File: config.mk
export PLATFORM = sky130hd
export DESIGN_NAME = utf8_stream_decoder
export DESIGN_NICKNAME = d
export VERILOG_FILES = /design/src/rtl/core/u8d_pkg.sv /design/src/rtl/core/u8d_front.sv /design/src/rtl/core/u8d_queue.sv /design/src/rtl/core/u8d_back.sv /design/src/rtl/core/utf8_stream_decoder.sv
export SDC_FILE = /design/constraint.sdc
export NUM_CORES = 1
export LEC_CHECK = 0
export ABC_AREA = 1
export ABC_CLOCK_PERIOD_IN_PS = 4000
export BUFFER_PORTS_ARGS = -buffer_cell sky130_fd_sc_hd__buf_2
export CELL_PAD_IN_SITES_DETAIL_PLACEMENT = 0
export CELL_PAD_IN_SITES_GLOBAL_PLACEMENT = 1
export CORE_MARGIN = 4
export CORE_UTILIZATION = 28
export CTS_BUF_LIST = sky130_fd_sc_hd__clkbuf_4
export CTS_CLUSTER_SIZE = 16
export DETAILED_ROUTE_END_ITERATION = 8
export PLACE_DENSITY = 0.6
export SLEW_MARGIN = 20
export SYNTH_ARGS = -nofsm -noshare
export SYNTH_HDL_FRONTEND = slang
export SYNTH_SLANG_ARGS = --single-unit
export TNS_END_PERCENT = 10
File: constraint.sdc
create_clock -name i_clk -period 4 [get_ports i_clk]
set_input_delay 0.8 -clock i_clk [delete_from_list [all_inputs] [get_ports i_clk]]
set_output_delay 0.8 -clock i_clk [all_outputs]
set_load 0.01 [all_outputs]
File: src/rtl/core/u8d_pkg.sv
`default_nettype none

package u8d_pkg;

    localparam int MAX_SEQ_BYTES = 4;
    localparam int QUEUE_DEPTH   = 4;
    localparam int QPTR_W        = $clog2(QUEUE_DEPTH);

    localparam logic [20:0] REPLACEMENT = 21'h00FFFD;
    localparam logic [20:0] MAX_CODE    = 21'h10FFFF;
    localparam logic [20:0] SURR_LO     = 21'h00D800;
    localparam logic [20:0] SURR_HI     = 21'h00DFFF;
    localparam logic [20:0] MIN_LEN2    = 21'h000080;
    localparam logic [20:0] MIN_LEN3    = 21'h000800;
    localparam logic [20:0] MIN_LEN4    = 21'h010000;

    // status codes
    localparam logic [2:0] ST_OK       = 3'd0;
    localparam logic [2:0] ST_BAD_LEAD = 3'd1;
    localparam logic [2:0] ST_BROKEN   = 3'd2;
    localparam logic [2:0] ST_RANGE    = 3'd3;
    localparam logic [2:0] ST_TRUNC    = 3'd4;

    typedef struct packed {
        logic [7:0] data_byte;
        logic       end_of_text;
    } t_in_word;

    typedef struct packed {
        logic [20:0] code_point;
        logic [2:0]  byte_count;
        logic [2:0]  status;
        logic        last;
    } t_out_word;

    // Up to two result words caused by one input byte.
    typedef struct packed {
        logic      two;
        t_out_word w0;
        t_out_word w1;
    } t_pair;

endpackage

`default_nettype wire

File: src/rtl/core/u8d_front.sv
`default_nettype none

module u8d_front
    import u8d_pkg::*;
(
    input  wire logic     i_clk,
    input  wire logic     i_rst_n,
    input  wire logic     i_in_valid,
    input  wire t_in_word i_in_word,
    output logic          o_in_stall,
    input  wire logic     i_q_full,
    output logic          o_q_push,
    output t_pair         o_q_pair
);

    logic [2:0]  r_exp, n_exp;
    logic [2:0]  r_seen, n_seen;
    logic [20:0] r_acc, n_acc;

    logic [7:0]  b;
    logic        eot, accept, open, is_cont, bad_lead;
    logic        l_has, l_open;
    logic [2:0]  l_len;
    logic [20:0] l_bits;
    t_out_word   l_word;
    logic [20:0] acc_new, min_v;
    logic [2:0]  seen_new;
    logic        range_bad;

    assign b          = i_in_word.data_byte;
    assign eot        = i_in_word.end_of_text;
    assign o_in_stall = i_q_full;
    assign accept     = i_in_valid && !i_q_full;
    assign open       = (r_exp >= 3'd2) && (r_exp <= 3'(MAX_SEQ_BYTES)) &&
                        (r_seen != 3'd0) && (r_seen < r_exp);
    assign is_cont    = (b[7:6] == 2'b10);
    assign bad_lead   = is_cont || (b[7:3] == 5'b11111);
    assign acc_new    = {r_acc[14:0], b[5:0]};
    assign seen_new   = r_seen + 3'd1;

    // lead byte decode
    always_comb begin
        l_has  = 1'b1;
        l_open = 1'b0;
        l_len  = 3'd0;
        l_bits = '0;
        l_word = '{code_point: REPLACEMENT, byte_count: 3'd1,
                   status: ST_BAD_LEAD, last: 1'b1};
        if (!b[7]) begin
            l_word.code_point = {13'd0, b};
            l_word.status     = ST_OK;
        end else if (!bad_lead) begin
            if (!b[5]) begin
                l_len  = 3'd2;
                l_bits = {16'd0, b[4:0]};
            end else if (!b[4]) begin
                l_len  = 3'd3;
                l_bits = {17'd0, b[3:0]};
            end else begin
                l_len  = 3'd4;
                l_bits = {18'd0, b[2:0]};
            end
            if (eot) begin
                l_word.status = ST_TRUNC;
            end else begin
                l_has  = 1'b0;
                l_open = 1'b1;
            end
        end
    end

    always_comb begin
        case (r_exp)
            3'd2:    min_v = MIN_LEN2;
            3'd3:    min_v = MIN_LEN3;
            3'd4:    min_v = MIN_LEN4;
            default: min_v = '0;
        endcase
    end

    assign range_bad = (acc_new < min_v) || (acc_new > MAX_CODE) ||
                       ((acc_new >= SURR_LO) && (acc_new <= SURR_HI));

    always_comb begin
        n_exp    = r_exp;
        n_seen   = r_seen;
        n_acc    = r_acc;
        o_q_push = 1'b0;
        o_q_pair = '{two: 1'b0, w0: l_word, w1: l_word};
        if (accept) begin
            if (!open) begin
                n_exp    = l_open ? l_len : 3'd0;
                n_seen   = l_open ? 3'd1 : 3'd0;
                n_acc    = l_open ? l_bits : '0;
                o_q_push = l_has;
            end else if (is_cont) begin
                n_acc  = acc_new;
                n_seen = seen_new;
                if (seen_new == r_exp) begin
                    o_q_push = 1'b1;
                    o_q_pair.w0 = '{code_point: range_bad ? REPLACEMENT : acc_new,
                                    byte_count: r_exp,
                                    status: range_bad ? ST_RANGE : ST_OK,
                                    last: 1'b1};
                    n_exp  = 3'd0;
                    n_seen = 3'd0;
                    n_acc  = '0;
                end else if (eot) begin
                    o_q_push = 1'b1;
                    o_q_pair.w0 = '{code_point: REPLACEMENT, byte_count: seen_new,
                                    status: ST_TRUNC, last: 1'b1};
                    n_exp  = 3'd0;
                    n_seen = 3'd0;
                    n_acc  = '0;
                end
            end else begin
                // close the broken sequence, then decode this byte afresh
                o_q_push     = 1'b1;
                o_q_pair.two = l_has;
                o_q_pair.w0  = '{code_point: REPLACEMENT, byte_count: r_seen,
                                 status: ST_BROKEN, last: !l_has};
                o_q_pair.w1  = l_word;
                n_exp  = l_open ? l_len : 3'd0;
                n_seen = l_open ? 3'd1 : 3'd0;
                n_acc  = l_open ? l_bits : '0;
            end
        end
    end

    always_ff @(posedge i_clk) begin
        if (!i_rst_n) begin
            r_exp  <= '0;
            r_seen <= '0;
            r_acc  <= '0;
        end else begin
            r_exp  <= n_exp;
            r_seen <= n_seen;
            r_acc  <= n_acc;
        end
    end

endmodule

`default_nettype wire

File: src/rtl/core/u8d_queue.sv
`default_nettype none

module u8d_queue
    import u8d_pkg::*;
(
    input  wire logic  i_clk,
    input  wire logic  i_rst_n,
    input  wire logic  i_push,
    input  wire t_pair i_pair,
    output logic       o_full,
    output logic       o_empty,
    output t_pair      o_head,
    input  wire logic  i_pop
);

    t_pair                r_mem [QUEUE_DEPTH];
    logic [QPTR_W-1:0]    r_wr, r_rd;
    logic [QPTR_W:0]      r_cnt;

    assign o_full  = (r_cnt == (QPTR_W+1)'(QUEUE_DEPTH));
    assign o_empty = (r_cnt == '0);
    assign o_head  = r_mem[r_rd];

    always_ff @(posedge i_clk) begin
        if (i_push) begin
            r_mem[r_wr] <= i_pair;
        end
    end

    always_ff @(posedge i_clk) begin
        if (!i_rst_n) begin
            r_wr  <= '0;
            r_rd  <= '0;
            r_cnt <= '0;
        end else begin
            if (i_push) begin
                r_wr <= r_wr + 1'b1;
            end
            if (i_pop) begin
                r_rd <= r_rd + 1'b1;
            end
            case ({i_push, i_pop})
                2'b10:   r_cnt <= r_cnt + 1'b1;
                2'b01:   r_cnt <= r_cnt - 1'b1;
                default: r_cnt <= r_cnt;
            endcase
        end
    end

endmodule

`default_nettype wire

File: src/rtl/core/u8d_back.sv
`default_nettype none

module u8d_back
    import u8d_pkg::*;
(
    input  wire logic  i_clk,
    input  wire logic  i_rst_n,
    input  wire logic  i_q_empty,
    input  wire t_pair i_q_head,
    output logic       o_q_pop,
    output logic       o_out_valid,
    output t_out_word  o_out_word,
    input  wire logic  i_out_stall
);

    logic      r_valid, n_valid;
    logic      r_sel, n_sel;
    t_out_word r_word, n_word;
    logic      out_free;

    assign out_free    = !r_valid || !i_out_stall;
    assign o_out_valid = r_valid;
    assign o_out_word  = r_word;

    always_comb begin
        n_valid = r_valid;
        n_sel   = r_sel;
        n_word  = r_word;
        o_q_pop = 1'b0;
        if (out_free) begin
            n_valid = !i_q_empty;
            if (!i_q_empty) begin
                n_word = r_sel ? i_q_head.w1 : i_q_head.w0;
                if (r_sel || !i_q_head.two) begin
                    o_q_pop = 1'b1;
                    n_sel   = 1'b0;
                end else begin
                    n_sel = 1'b1;
                end
            end
        end
    end

    always_ff @(posedge i_clk) begin
        if (!i_rst_n) begin
            r_valid <= 1'b0;
            r_sel   <= 1'b0;
        end else begin
            r_valid <= n_valid;
            r_sel   <= n_sel;
        end
    end

    always_ff @(posedge i_clk) begin
        r_word <= n_word;
    end

endmodule

`default_nettype wire

File: src/rtl/core/utf8_stream_decoder.sv
`default_nettype none
// Channel  Direction  Ports                                   Word
// in       input      i_in_valid, o_in_stall, i_in_word       one text byte, end_of_text flag
// out      output     o_out_valid, i_out_stall, o_out_word    code point, length, status, last
//
// One byte is taken per cycle while the result queue has room; the front part
// decodes it in that same cycle and pushes its results, if any, one or two as a pair.
// The back part sends one result per cycle from a registered output while
// i_out_stall is low; a pair with two results is popped when its second is loaded.
// A result passes through the queue and then the output register before it appears.
// Reset (i_rst_n low at a clock edge) closes any open sequence and empties the queue.
// o_in_stall is high only while the four-entry queue is full.

module utf8_stream_decoder
    import u8d_pkg::*;
(
    input  wire logic      i_clk,
    input  wire logic      i_rst_n,
    input  wire logic      i_in_valid,
    input  wire t_in_word  i_in_word,
    output logic           o_in_stall,
    output logic           o_out_valid,
    output t_out_word      o_out_word,
    input  wire logic      i_out_stall
);

    logic  q_push, q_pop, q_full, q_empty;
    t_pair q_in, q_head;

    // Front: accept bytes, track the open sequence, form results.
    u8d_front u_front (
        .i_clk      (i_clk),
        .i_rst_n    (i_rst_n),
        .i_in_valid (i_in_valid),
        .i_in_word  (i_in_word),
        .o_in_stall (o_in_stall),
        .i_q_full   (q_full),
        .o_q_push   (q_push),
        .o_q_pair   (q_in)
    );

    // Queue: decouple byte intake from result delivery.
    u8d_queue u_queue (
        .i_clk   (i_clk),
        .i_rst_n (i_rst_n),
        .i_push  (q_push),
        .i_pair  (q_in),
        .o_full  (q_full),
        .o_empty (q_empty),
        .o_head  (q_head),
        .i_pop   (q_pop)
    );

    // Back: split each pair into single words and hold them under stall.
    u8d_back u_back (
        .i_clk       (i_clk),
        .i_rst_n     (i_rst_n),
        .i_q_empty   (q_empty),
        .i_q_head    (q_head),
        .o_q_pop     (q_pop),
        .o_out_valid (o_out_valid),
        .o_out_word  (o_out_word),
        .i_out_stall (i_out_stall)
    );

endmodule

`default_nettype wire
# Yosys cells after proc, flatten, opt, wreduce, memory -nomap -nowiden
# Memories as Yosys holds them, arrays and structs flattened. A register that Yosys moved wholly into a read port is not among the register bits.
# Index checks and enable logic that the tools add are counted.
# word_totals
register_bits	58
ramBits	228
input_bits	13
out_inout_bits	30
elab_cells	113
n_memories	1
# classes
add_sub_neg	5
n_lt_le_gt_ge	7
n_eq_ne	10
muxes	56
n_bitwise	1
reduce_logical	21
# memory_table
memory	words	word_bits	read_ports	rd_clocked_by_memory_dff	wr	line_no	rtl
u_queue.r_mem	4	57	1	1	1	u8d_queue.sv:16	t_pair r_mem [QUEUE_DEPTH];
# op_table
op	count
2-to-1 mux 57 bit	2
2-to-1 mux 15 bit	7
2-to-1 mux 28 bit	3
case mux 17 bit (3 select lines)	1
2-to-1 mux 3 bit	16
2-to-1 mux 23 bit	1
>= comparator 21 x 16 -> 1 bit (second input constant)	1
greater-than comparator 21 bit (second input constant)	1
less-or-equal comparator 21 x 16 -> 1 bit (second input constant)	1
< comparator 21 x 17 -> 1 bit	1
2-to-1 mux 21 bit	1
2-to-1 mux 1 bit	18
2-to-1 mux 16 bit	1
adder 3 x 1 -> 3 bit (second input constant)	2
equality test 3 x 2 -> 1 bit (second input constant)	2
equality test 3 bit (second input constant)	2
logical NOT 1 bit	6
2-to-1 mux 2 bit	3
case mux 3 bit (2 select lines)	1
equality test 5 bit (second input constant)	1
logical AND 1 bit	5
logical OR 1 bit	5
2-to-1 mux 5 bit	1
adder 2 x 1 -> 2 bit (second input constant)	2
14 further kinds	16

# Logic depth before layout (Yosys ltp)
# Gate-level depths: netlist of run 1.
# depth
ltp_word	10
depth_mapped	16

# Cells and area by module
# A second synthesis of run 1 with hierarchy kept.
# unflattened
hier_cells	1042
area_unflattened_um2	12084.1
# by_module_without_submodules
module	instances	cells_each	area_each_um2	seq_area_each_um2
u8d_queue	1	608	8877.3	7026.7
u8d_front	1	302	1896.8	420.4
u8d_back	1	132	1310.0	880.8

# Worst setup path after synthesis of run 1
# No wires, ideal clock.
# synth_path
path_kind	in2reg
start	input port i_out_stall
end	register u_queue.r_cnt[2]
setup_ns	0.122
t_arrival_ns	3.817
path_slack_ns	0.061
stages	12
path_buffers	0
path_cell_list	nand2_1 > inv_1 > a31oi_1 > nand2_1 > inv_1 > ha_1 > inv_1 > fa_1 > a21oi_1 > o21ai_0 > o21ai_0 > a21oi_1
# synth_via
elab_chain_len	5
# synth_rtl
element	line_no	rtl
start: declaration	utf8_stream_decoder.sv:24	input wire logic i_out_stall
logical NOT 1 bit (*)	u8d_back.sv:21	assign out_free = !r_valid || !i_out_stall;
logical OR 1 bit (*)	u8d_back.sv:21	
2-to-1 mux 1 bit (*)	u8d_back.sv:30	if (out_free) begin
net q_pop	utf8_stream_decoder.sv:27	logic q_push, q_pop, q_full, q_empty;
equality test 2 x 1 -> 1 bit / equality test 2 bit (equally long branches)	u8d_queue.sv:42	case ({i_push, i_pop})
case mux 3 bit (2 select lines) / nonzero test 2 bit (equally long branches)	n/a	
end signal: assignment	u8d_queue.sv:43	2'b10: r_cnt <= r_cnt + 1'b1;
end signal: assignment	u8d_queue.sv:44	2'b01: r_cnt <= r_cnt - 1'b1;
end signal: assignment	u8d_queue.sv:45	default: r_cnt <= r_cnt;
end: declaration	u8d_queue.sv:18	logic [QPTR_W:0] r_cnt;
# Mark *: on every way through the listed nets, which the timed path passes. The rest lies on a longest branch.
# A chain may end at the register's enable or synchronous reset.

# Worst setup path in the final report of run 1
# layout_path
start	register u_front.r_seen[0]
end	register u_queue.r_cnt[2]
# layout_via
elab_chain_len	8
# layout_rtl
element	line_no	rtl
start: declaration	u8d_front.sv:17	logic [2:0] r_seen, n_seen;
start signal: assignment	u8d_front.sv:137	r_seen <= n_seen;
adder 3 x 1 -> 3 bit	u8d_front.sv:39	assign seen_new = r_seen + 3'd1;
equality test 3 bit	u8d_front.sv:99	if (seen_new == r_exp) begin
2-to-1 mux 1 bit	u8d_front.sv:99	
2-to-1 mux 1 bit	u8d_front.sv:96	end else if (is_cont) begin
2-to-1 mux 1 bit (*)	u8d_front.sv:91	if (!open) begin
2-to-1 mux 1 bit (*)	u8d_front.sv:90	if (accept) begin
equality test 2 x 1 -> 1 bit / equality test 2 bit (equally long branches)	u8d_queue.sv:42	
case mux 3 bit (2 select lines) / nonzero test 2 bit (equally long branches)	n/a	
# Every way passes the cells marked *; elsewhere a longest branch is shown, timed or not.

==> results of run 1 <==
## sequential cells by signal (all words and copies together) (netlist names), named ones only
register and cells:
u_back.o_out_word 28, u_queue.r_wr 2, u_front.r_exp 3, u_queue.r_cnt 3
u_queue.r_rd 2, u_back.r_sel 1, u_front.r_seen 3, u_back.o_out_valid 1
u_front.r_acc 15, u_queue.r_mem 156
## routing by layer
| layer | up-vias | GRT usage [%] | wire (um) | share of wire, % |
|---|---|---|---|---|
| li1 | 3011 | - | - | - |
| met1 | 2827 | 17.1 | 10100 | 46 |
| met2 | 122 | 20.1 | 10500 | 48 |
| met3 | 34 | 2.64 | 1060 | 4.8 |
| met4 | 0 | 3.90 | 251 | 1.1 |
| met5 | - | 0 | 0 | 0 |
## layout make-up
class | instances | area, um2 | share of cell area, %
sequential | 216 | 6170 | 58.3
multi-input combinational | 481 | 2520 | 23.9
clock buffer | 84 | 631 | 5.96
tap | 435 | 544 | 5.15
timing repair buffer | 57 | 335 | 3.17
inverter | 71 | 272 | 2.57
clock inverter | 16 | 96.3 | 0.911
antenna | 2 | 5.00 | 0.0473
## worst paths after layout
| path | start | to | cells past startpoint |
|---|---|---|---|
| setup / recovery | u_front.r_seen[0] | u_queue.r_cnt[2] | 14 |
| hold reg to reg | u_queue.r_cnt[0] | u_queue.r_cnt[0] | 1 |
| hold / removal | i_in_word[1] | u_front.r_acc[0] | 3 |
| setup reg to reg | u_front.r_seen[0] | u_queue.r_cnt[2] | 14 |
## cells by family after synthesis
family	Yosys count	share of synthesized area, %
AOI/OAI and AO/OA	194	12.2
adders and majority gates	13	1.87
buffers and inverters	109	4.87
DFF	216	67.9
and+or+nand+nor	274	13.2
## per-stage QoR
stage	total power, mW	cells	setup WS (ns)	instance area [um2]
3_5_place_dp	4.91	1260	0.565	9840
6_report	6.70	1362	1.09	10600
5_1_grt	7.18	1362	0.812	10600
2_1_floorplan	4.22	806	0.0610	9090
4_1_cts	6.85	1360	1.06	10600
3_3_place_gp	4.89	1260	0.663	9840
## layout by cell type (no fill, tap or decap), types with 12 or more instances in the layout
| master | netlist | final |
|---|---|---|
| o21ai_0 | 87 | 87 |
| clkinv_1 | 0 | 12 |
| buf_4 | 1 | 14 |
| nand3_1 | 13 | 13 |
| nor2_1 | 145 | 141 |
| a21oi_1 | 55 | 55 |
| clkbuf_4 | 0 | 84 |
| o22ai_1 | 12 | 12 |
| inv_1 | 62 | 61 |
| nand2_1 | 90 | 90 |
| a31oi_1 | 13 | 12 |
| buf_2 | 11 | 42 |
| dfxtp_1 | 32 | 31 |
| ha_1 | 12 | 12 |
| edfxtp_1 | 184 | 184 |
## critical path: stages, from the launching register on
cell and delay, ns:
dfxtp_1 0.38, inv_1 0.11, ha_1 0.21, a21oi_1 0.23, nand3_4 0.15, nor2_4 0.15
nand3_4 0.11, nand3_2 0.26, ha_1 0.20, inv_1 0.07, fa_1 0.43, a21oi_1 0.15
o21ai_0 0.11, o21ai_0 0.16, a21oi_1 0.06
## power by group
group	leakage (nW)	total (mW)	internal, mW	switching, mW
registers	1.94	3.04	2.90	0.142
clock network	0.428	1.90	1.02	0.882
logic	1.52	1.76	0.542	1.22
total	3.89	6.70	4.46	2.24
==> summary.txt, run 1 <==
Synth
  – Async SR Flop Fraction: 0%
  – Post-synth EDFFs: 184
  – Cell variety after synth: 37
  – Post-Syn Instances: 806
  – Synth Net Count: 832
  – Predominant post-synthesis flop cell: edfxtp_1
  – Post-synthesis average cell area: 11.3 um2
  – Yosys top cell area share: 60.8%
  – Synthesis Warnings: 0
  – Sequential-to-total area share from yosys stat: 67.9%
  – Main area contributors after synthesis: edfxtp_1, dfxtp_1, nor2_1, o21ai_0, nand2_1
  – Synth cell count leaders: edfxtp_1, nor2_1, nand2_1, o21ai_0, inv_1
  – Top-count cell post-synth: edfxtp_1
  – Yosys reg bits: ~220
  – Yosys top cell by area: edfxtp_1
  – Area of the mapped netlist: 0.00909 mm2

Critical path
  – Reg2Reg Setup Slack: approximately 1.1 ns
  – CP Class: reg2reg
  – CP startpoint kind: flop
  – WP data arrival: around 3.5 ns
  – Crit. End Element: flop
  – Critical Path Fanout Max: 8
  – CP required: approximately 4.5 ns

Layout
  – Core Util, Final: 33.3%
  – Fraction of layout cells with a size suffix above 1: 20.8%
  – Area added between synthesis and finish: 16.4%
  – Fin nets: 909
  – Filler cell count in the final layout: 3,225

Global route
  – Initial antenna violation count: 1
  – First-pass GRT wire length: around 35 mm
  – Vias in the first global route: approximately 6,000
  – Total Routing Usage GR: around an eighth
  – Grt total ovfl: 0
  – Largest net degree at the start of global routing: 77

Placed design
  – Post-DP HPWL: 13.2 mm
  – IO buf count: 42
  – Placer Congestion: 0.794

Route
  – # DRC: 0
  – 1st-iter DRT viols: 423
  – Vias per cell: 4.40
  – DR WL/cell: 16.1 um
  – Via count: 5,994
  – First-pass iteration count of the detailed router: 4
  – Post-route ant nets: 0
  – Total wire length: 21.9 mm

STA
  – Final setup viols: 0
  – Fin crit period: between 2 and 3 ns
  – Slew HR: 48.1%
  – Max Clock Freq: 0.343 GHz
  – RSZ-0062 raised after global routing: no
  – Max-slew violations: 0
  – Final Hold Fails: 0
  – Slew @ Worst Pin: 0.778 ns
  – Worst Skew: between 0.03 and 0.04 ns
  – Final hold slack: roughly 0.45 ns
  – Setup TNS: 0 ns
  – Final Cycle Share: 72.9%

Floorplan
  – Die height: between 150 and 200 um
  – Die width: 188 um
  – Die Area: 0.0354 mm2
  – Placement row count: 65
  – Initial Utilization: 28.6%
  – Core Region: 0.0318 mm2
  – IO Count: 43

Clock network
  – Clk sinks: 216
  – Clk_lat worst skew: 0.67 ns
  – Htree depth: 2
  – Post_cts resized: 0
  – TritonCTS clock tree: yes
  – Clock-pin slew of the registers on the worst-case setup and hold paths: 0.07 ns
  – CTS hold repair buffers: 0
  – Post-CTS setup buffers: 0
  – Root Buffer: clkbuf_4
  – Maximum clock path buffer count: 3
  – Inserted Clock Buffers: 56

Flow run
  – Max-Cap Viols: 0

Pwr
  – Static leakage: around 3.9 nW
  – Power per standard cell area: about 630 mW/mm2
  – Maximum VDD drop: 0.509 mV

Status
  – Outcome: finished, final reports clean

Min path
  – HP Class: in2reg
(Power assumes the default switching activity.)
==> run 2: changes to the inputs <==
--- a/config.mk
+++ b/config.mk
@@ -6,7 +6,7 @@
 export NUM_CORES = 1
 export LEC_CHECK = 0
 export ABC_AREA = 1
-export ABC_CLOCK_PERIOD_IN_PS = 4000
+export ABC_CLOCK_PERIOD_IN_PS = 2730
 export BUFFER_PORTS_ARGS = -buffer_cell sky130_fd_sc_hd__buf_2
 export CELL_PAD_IN_SITES_DETAIL_PLACEMENT = 0
 export CELL_PAD_IN_SITES_GLOBAL_PLACEMENT = 1
@@ -15,7 +15,7 @@
 export CTS_BUF_LIST = sky130_fd_sc_hd__clkbuf_4
 export CTS_CLUSTER_SIZE = 16
 export DETAILED_ROUTE_END_ITERATION = 8
-export PLACE_DENSITY = 0.6
+export PLACE_DENSITY = 0.58
 export SLEW_MARGIN = 20
 export SYNTH_ARGS = -nofsm -noshare
 export SYNTH_HDL_FRONTEND = slang
==> constraint.sdc (replaced) <==
create_clock -name i_clk -period 2.73 [get_ports i_clk]
set_input_delay 0.546 -clock i_clk [delete_from_list [all_inputs] [get_ports i_clk]]
set_output_delay 0.546 -clock i_clk [all_outputs]
set_load 0.01 [all_outputs]
==> run 2 against run 1 <==
  * Fmax up 15%
  * Wire length up 0.92%
  * Sequential power up 45%
  * Via count up 2.7%
  * Combinational power up 52%
  * Clock power up 47%
  * Largest power group unchanged
==> summary.txt, run 2 (synthesis results as in run 1) <==
Layout
  – Fin nets: 930 (+2.3%)
  – Top reg by flops: u_queue.r_mem
  – Commonest non-fill, non-tap cell in the layout: edfxtp_1
  – Commonest cells after routing, fill and taps aside: edfxtp_1, nor2_1, clkbuf_4
  – Filler cell count in the final layout: 3,228 (+0.093%)
  – Area added between synthesis and finish: 18.5%
  – Fraction of layout cells with a size suffix above 1: 23.1% (+2.4 points)
  – Max reg flops: 156 (unchanged)

Floorplan
  – Core Region: 0.0318 mm2 (unchanged)
  – Initial Utilization: 28.6% (unchanged)
  – Die width: 188 um (unchanged)
  – Die Area: 0.0354 mm2 (unchanged)
  – IO Count: 43 (unchanged)
  – Die height: 188 um (unchanged)
  – Placement row count: 65 (unchanged)

Route
  – Total wire length: 22.1 mm (+0.92%)
  – DR WL/cell: 16.0 um (-0.61%)
  – First-pass iteration count of the detailed router: 5 (+1)
  – Met3 routed WL: 945 um (-11%)
  – Met1 wire length: 10.1 mm (+0.53%)
  – Metal2 WL: 10.5 mm (-0.41%)
  – Via count: 6,155 (+2.7%)
  – # DRC: 0 (unchanged)
  – Top sig layer: met4
  – Vias per cell: 4.45 (+1.1%)
  – 1st-iter DRT viols: 468 (+11%)
  – Post-route ant nets: 0 (unchanged)

STA
  – Fin worst setup slack: 0.185 ns (-0.900 ns)
  – Fin crit period: 2.54 ns (-0.370 ns)
  – Max-slew violations: 0 (unchanged)
  – Max Clock Freq: 0.393 GHz (+15%)
  – Final Hold Fails: 0 (unchanged)
  – Worst Skew: 0.0327 ns (-0.00118 ns)
  – Slew @ Worst Pin: 0.812 ns (+0.0339 ns)
  – RSZ-0062 raised after global routing: no
  – Final setup viols: 0 (unchanged)
  – Slew HR: 45.9% (-2.3 points)
  – Final Cycle Share: 93.2% (+20 points)

Global route
  – Largest net degree at the start of global routing: 77 (unchanged)
  – Initial antenna violation count: 1 (unchanged)
  – Vias in the first global route: 6,244 (+2.1%)
  – Total Routing Usage GR: 12.6% (+0.089 points)
  – Grt total ovfl: 0 (unchanged)
  – First-pass GRT wire length: 35.1 mm (+0.22%)

Clock network
  – CTS hold repair buffers: 0 (unchanged)
  – TritonCTS clock tree: yes
  – Clk sinks: 216 (unchanged)
  – Htree depth: 2 (unchanged)
  – Clock-pin slew of the registers on the worst-case setup and hold paths: 0.08 ns (about the same)
  – Inserted Clock Buffers: 57 (+1.8%)
  – Root Buffer: clkbuf_4
  – Maximum clock path buffer count: 3 (unchanged)
  – Clk_lat worst skew: 0.66 ns (about the same)

Min path
  – Hold path cells: 3 (unchanged)
  – HP Class: in2reg
  – Hold_sp: i_in_word[2]
  – Worst Hold Endpoint: u_front.r_acc[1]

Pwr
  – Power per standard cell area: 916 mW/mm2 (+45%)
  – Overall power: 9.86 mW (+47%)
  – Static leakage: 4.01 nW (+3.0%)
  – Reg power frac: 44.6% (-0.8 points)
  – Psw: 3.26 mW (+45%)
  – Clock share of power: 28.3% (about the same)
  – Sw frac: 33.0% (-0.40 points)
  – Part of the power in combinational logic: 27.1% (+0.9 points)
  – Internal power: 6.60 mW (+48%)
  – Maximum VDD drop: 0.462 mV (-9.3%)

Critical path
  – WP data arrival: 3.08 ns (-0.38 ns)
  – CP required: 3.26 ns (-1.28 ns)
  – CP peak stage delay: 0.43 ns (about the same)
  – Slowest-stage cell, CP: fa_1
  – Critical Path Fanout Max: 5 (-3)
  – CP Class: reg2reg
  – R2r worst-path depth: 16 (+2)
  – R2R Path End: u_queue.r_cnt[2]
  – Reg2Reg Setup Slack: 0.19 ns (-0.90 ns)
  – Critical R2R Launch: u_front.r_exp[1]
  – Crit path buf inv count: 3 (+1)
  – Crit. End Element: flop
  – CP startpoint kind: flop
  – CP delay by family, top: adder cells
  – Critical path, cell by cell: inv_2 -> ha_1 -> inv_1 -> o21bai_1 -> nand2_1 -> nand3_4 -> nor2_4 -> nand3_4 -> nand3_2 -> ha_1 -> inv_1 -> fa_1 -> a21oi_1 -> o21ai_0 -> o21ai_1 -> a21oi_1

Flow run
  – Max-Cap Viols: 0 (unchanged)

Placed design
  – IO buf count: 42 (unchanged)
  – Post-DP HPWL: 13.1 mm (-1.2%)
  – Dpl ws: 0.0175 ns (-0.547 ns)
  – Placer Congestion: 0.793 (-0.18%)

Status
  – Outcome: finished, final reports clean
run 2: tightest hold or removal path, stage by stage:
cell	delay, ns
buf_2	0.13
nand2_1	0.07
a21oi_1	0.05
run 2: cell type report:
| cell class | instances | area, um2 | share of cell area, % |
|---|---|---|---|
| flip-flops and latches | 216 | 6170 | 57.3 |
| multi-input cells | 481 | 2530 | 23.5 |
| clock buffers | 92 | 691 | 6.42 |
| well taps | 435 | 544 | 5.06 |
| repair buffers | 77 | 523 | 4.86 |
| inverters | 71 | 272 | 2.52 |
| clock inverters | 10 | 37.5 | 0.349 |
| diodes | 1 | 2.50 | 0.0232 |
run 2: power by group through the flow:
stage / clock network, mW / registers [mW] / logic (mW)
after detailed placement: 0 / 4.47 / 2.76
after global placement: 0 / 4.47 / 2.74
after global routing: 3.12 / 4.45 / 3.04
after CTS: 2.91 / 4.41 / 2.76
after floorplan: 0 / 4.56 / 1.63
final: 2.79 / 4.40 / 2.67
run 2: layer usage:
layer / GRT usage [%] / vias up
met3: 2.72 / 40
met2: 20.7 / 128
met5: 0 / -
met4: 5.19 / 0
met1: 16.3 / 2946
li1: - / 3041
run 2: worst max-delay path by stage:
stage / startpoint / end / depth (start not counted)
6_report: u_front.r_exp[1] / u_queue.r_cnt[2] / 16
5_1_grt: u_front.r_exp[1] / u_queue.r_cnt[2] / 16
4_1_cts: u_front.r_exp[1] / u_queue.r_cnt[2] / 16
3_5_place_dp: i_in_word[6] / u_queue.r_cnt[2] / 15
3_3_place_gp: i_in_word[6] / u_queue.r_cnt[2] / 15
2_1_floorplan: u_front.r_seen[0] / u_queue.r_mem[0][10] / 7
run 2: metrics by stage:
| stage | cells | area, um2 | util, % | hold WS (ns) | setup TNS (ns) |
|---|---|---|---|---|---|
| 2_1_floorplan | 806 | 9110 | - | 0.442 | -26.80 |
| 5_1_grt | 1383 | 10800 | 33.9 | 0.127 | 0 |
| 6_report | 1383 | 10800 | 33.9 | 0.198 | 0 |
| 3_3_place_gp | 1277 | 10000 | 31.5 | 0.456 | 0 |
| 4_1_cts | 1379 | 10700 | 33.8 | 0.114 | 0 |
| 3_5_place_dp | 1277 | 10000 | 31.5 | 0.463 | 0 |
run 2: timing repair:
| action | CTS | global route |
|---|---|---|
| buffers inserted | 0 | 3 |
| setup endpoints to repair | 0 | 1 |
| gates resized for setup | 0 | 3 |
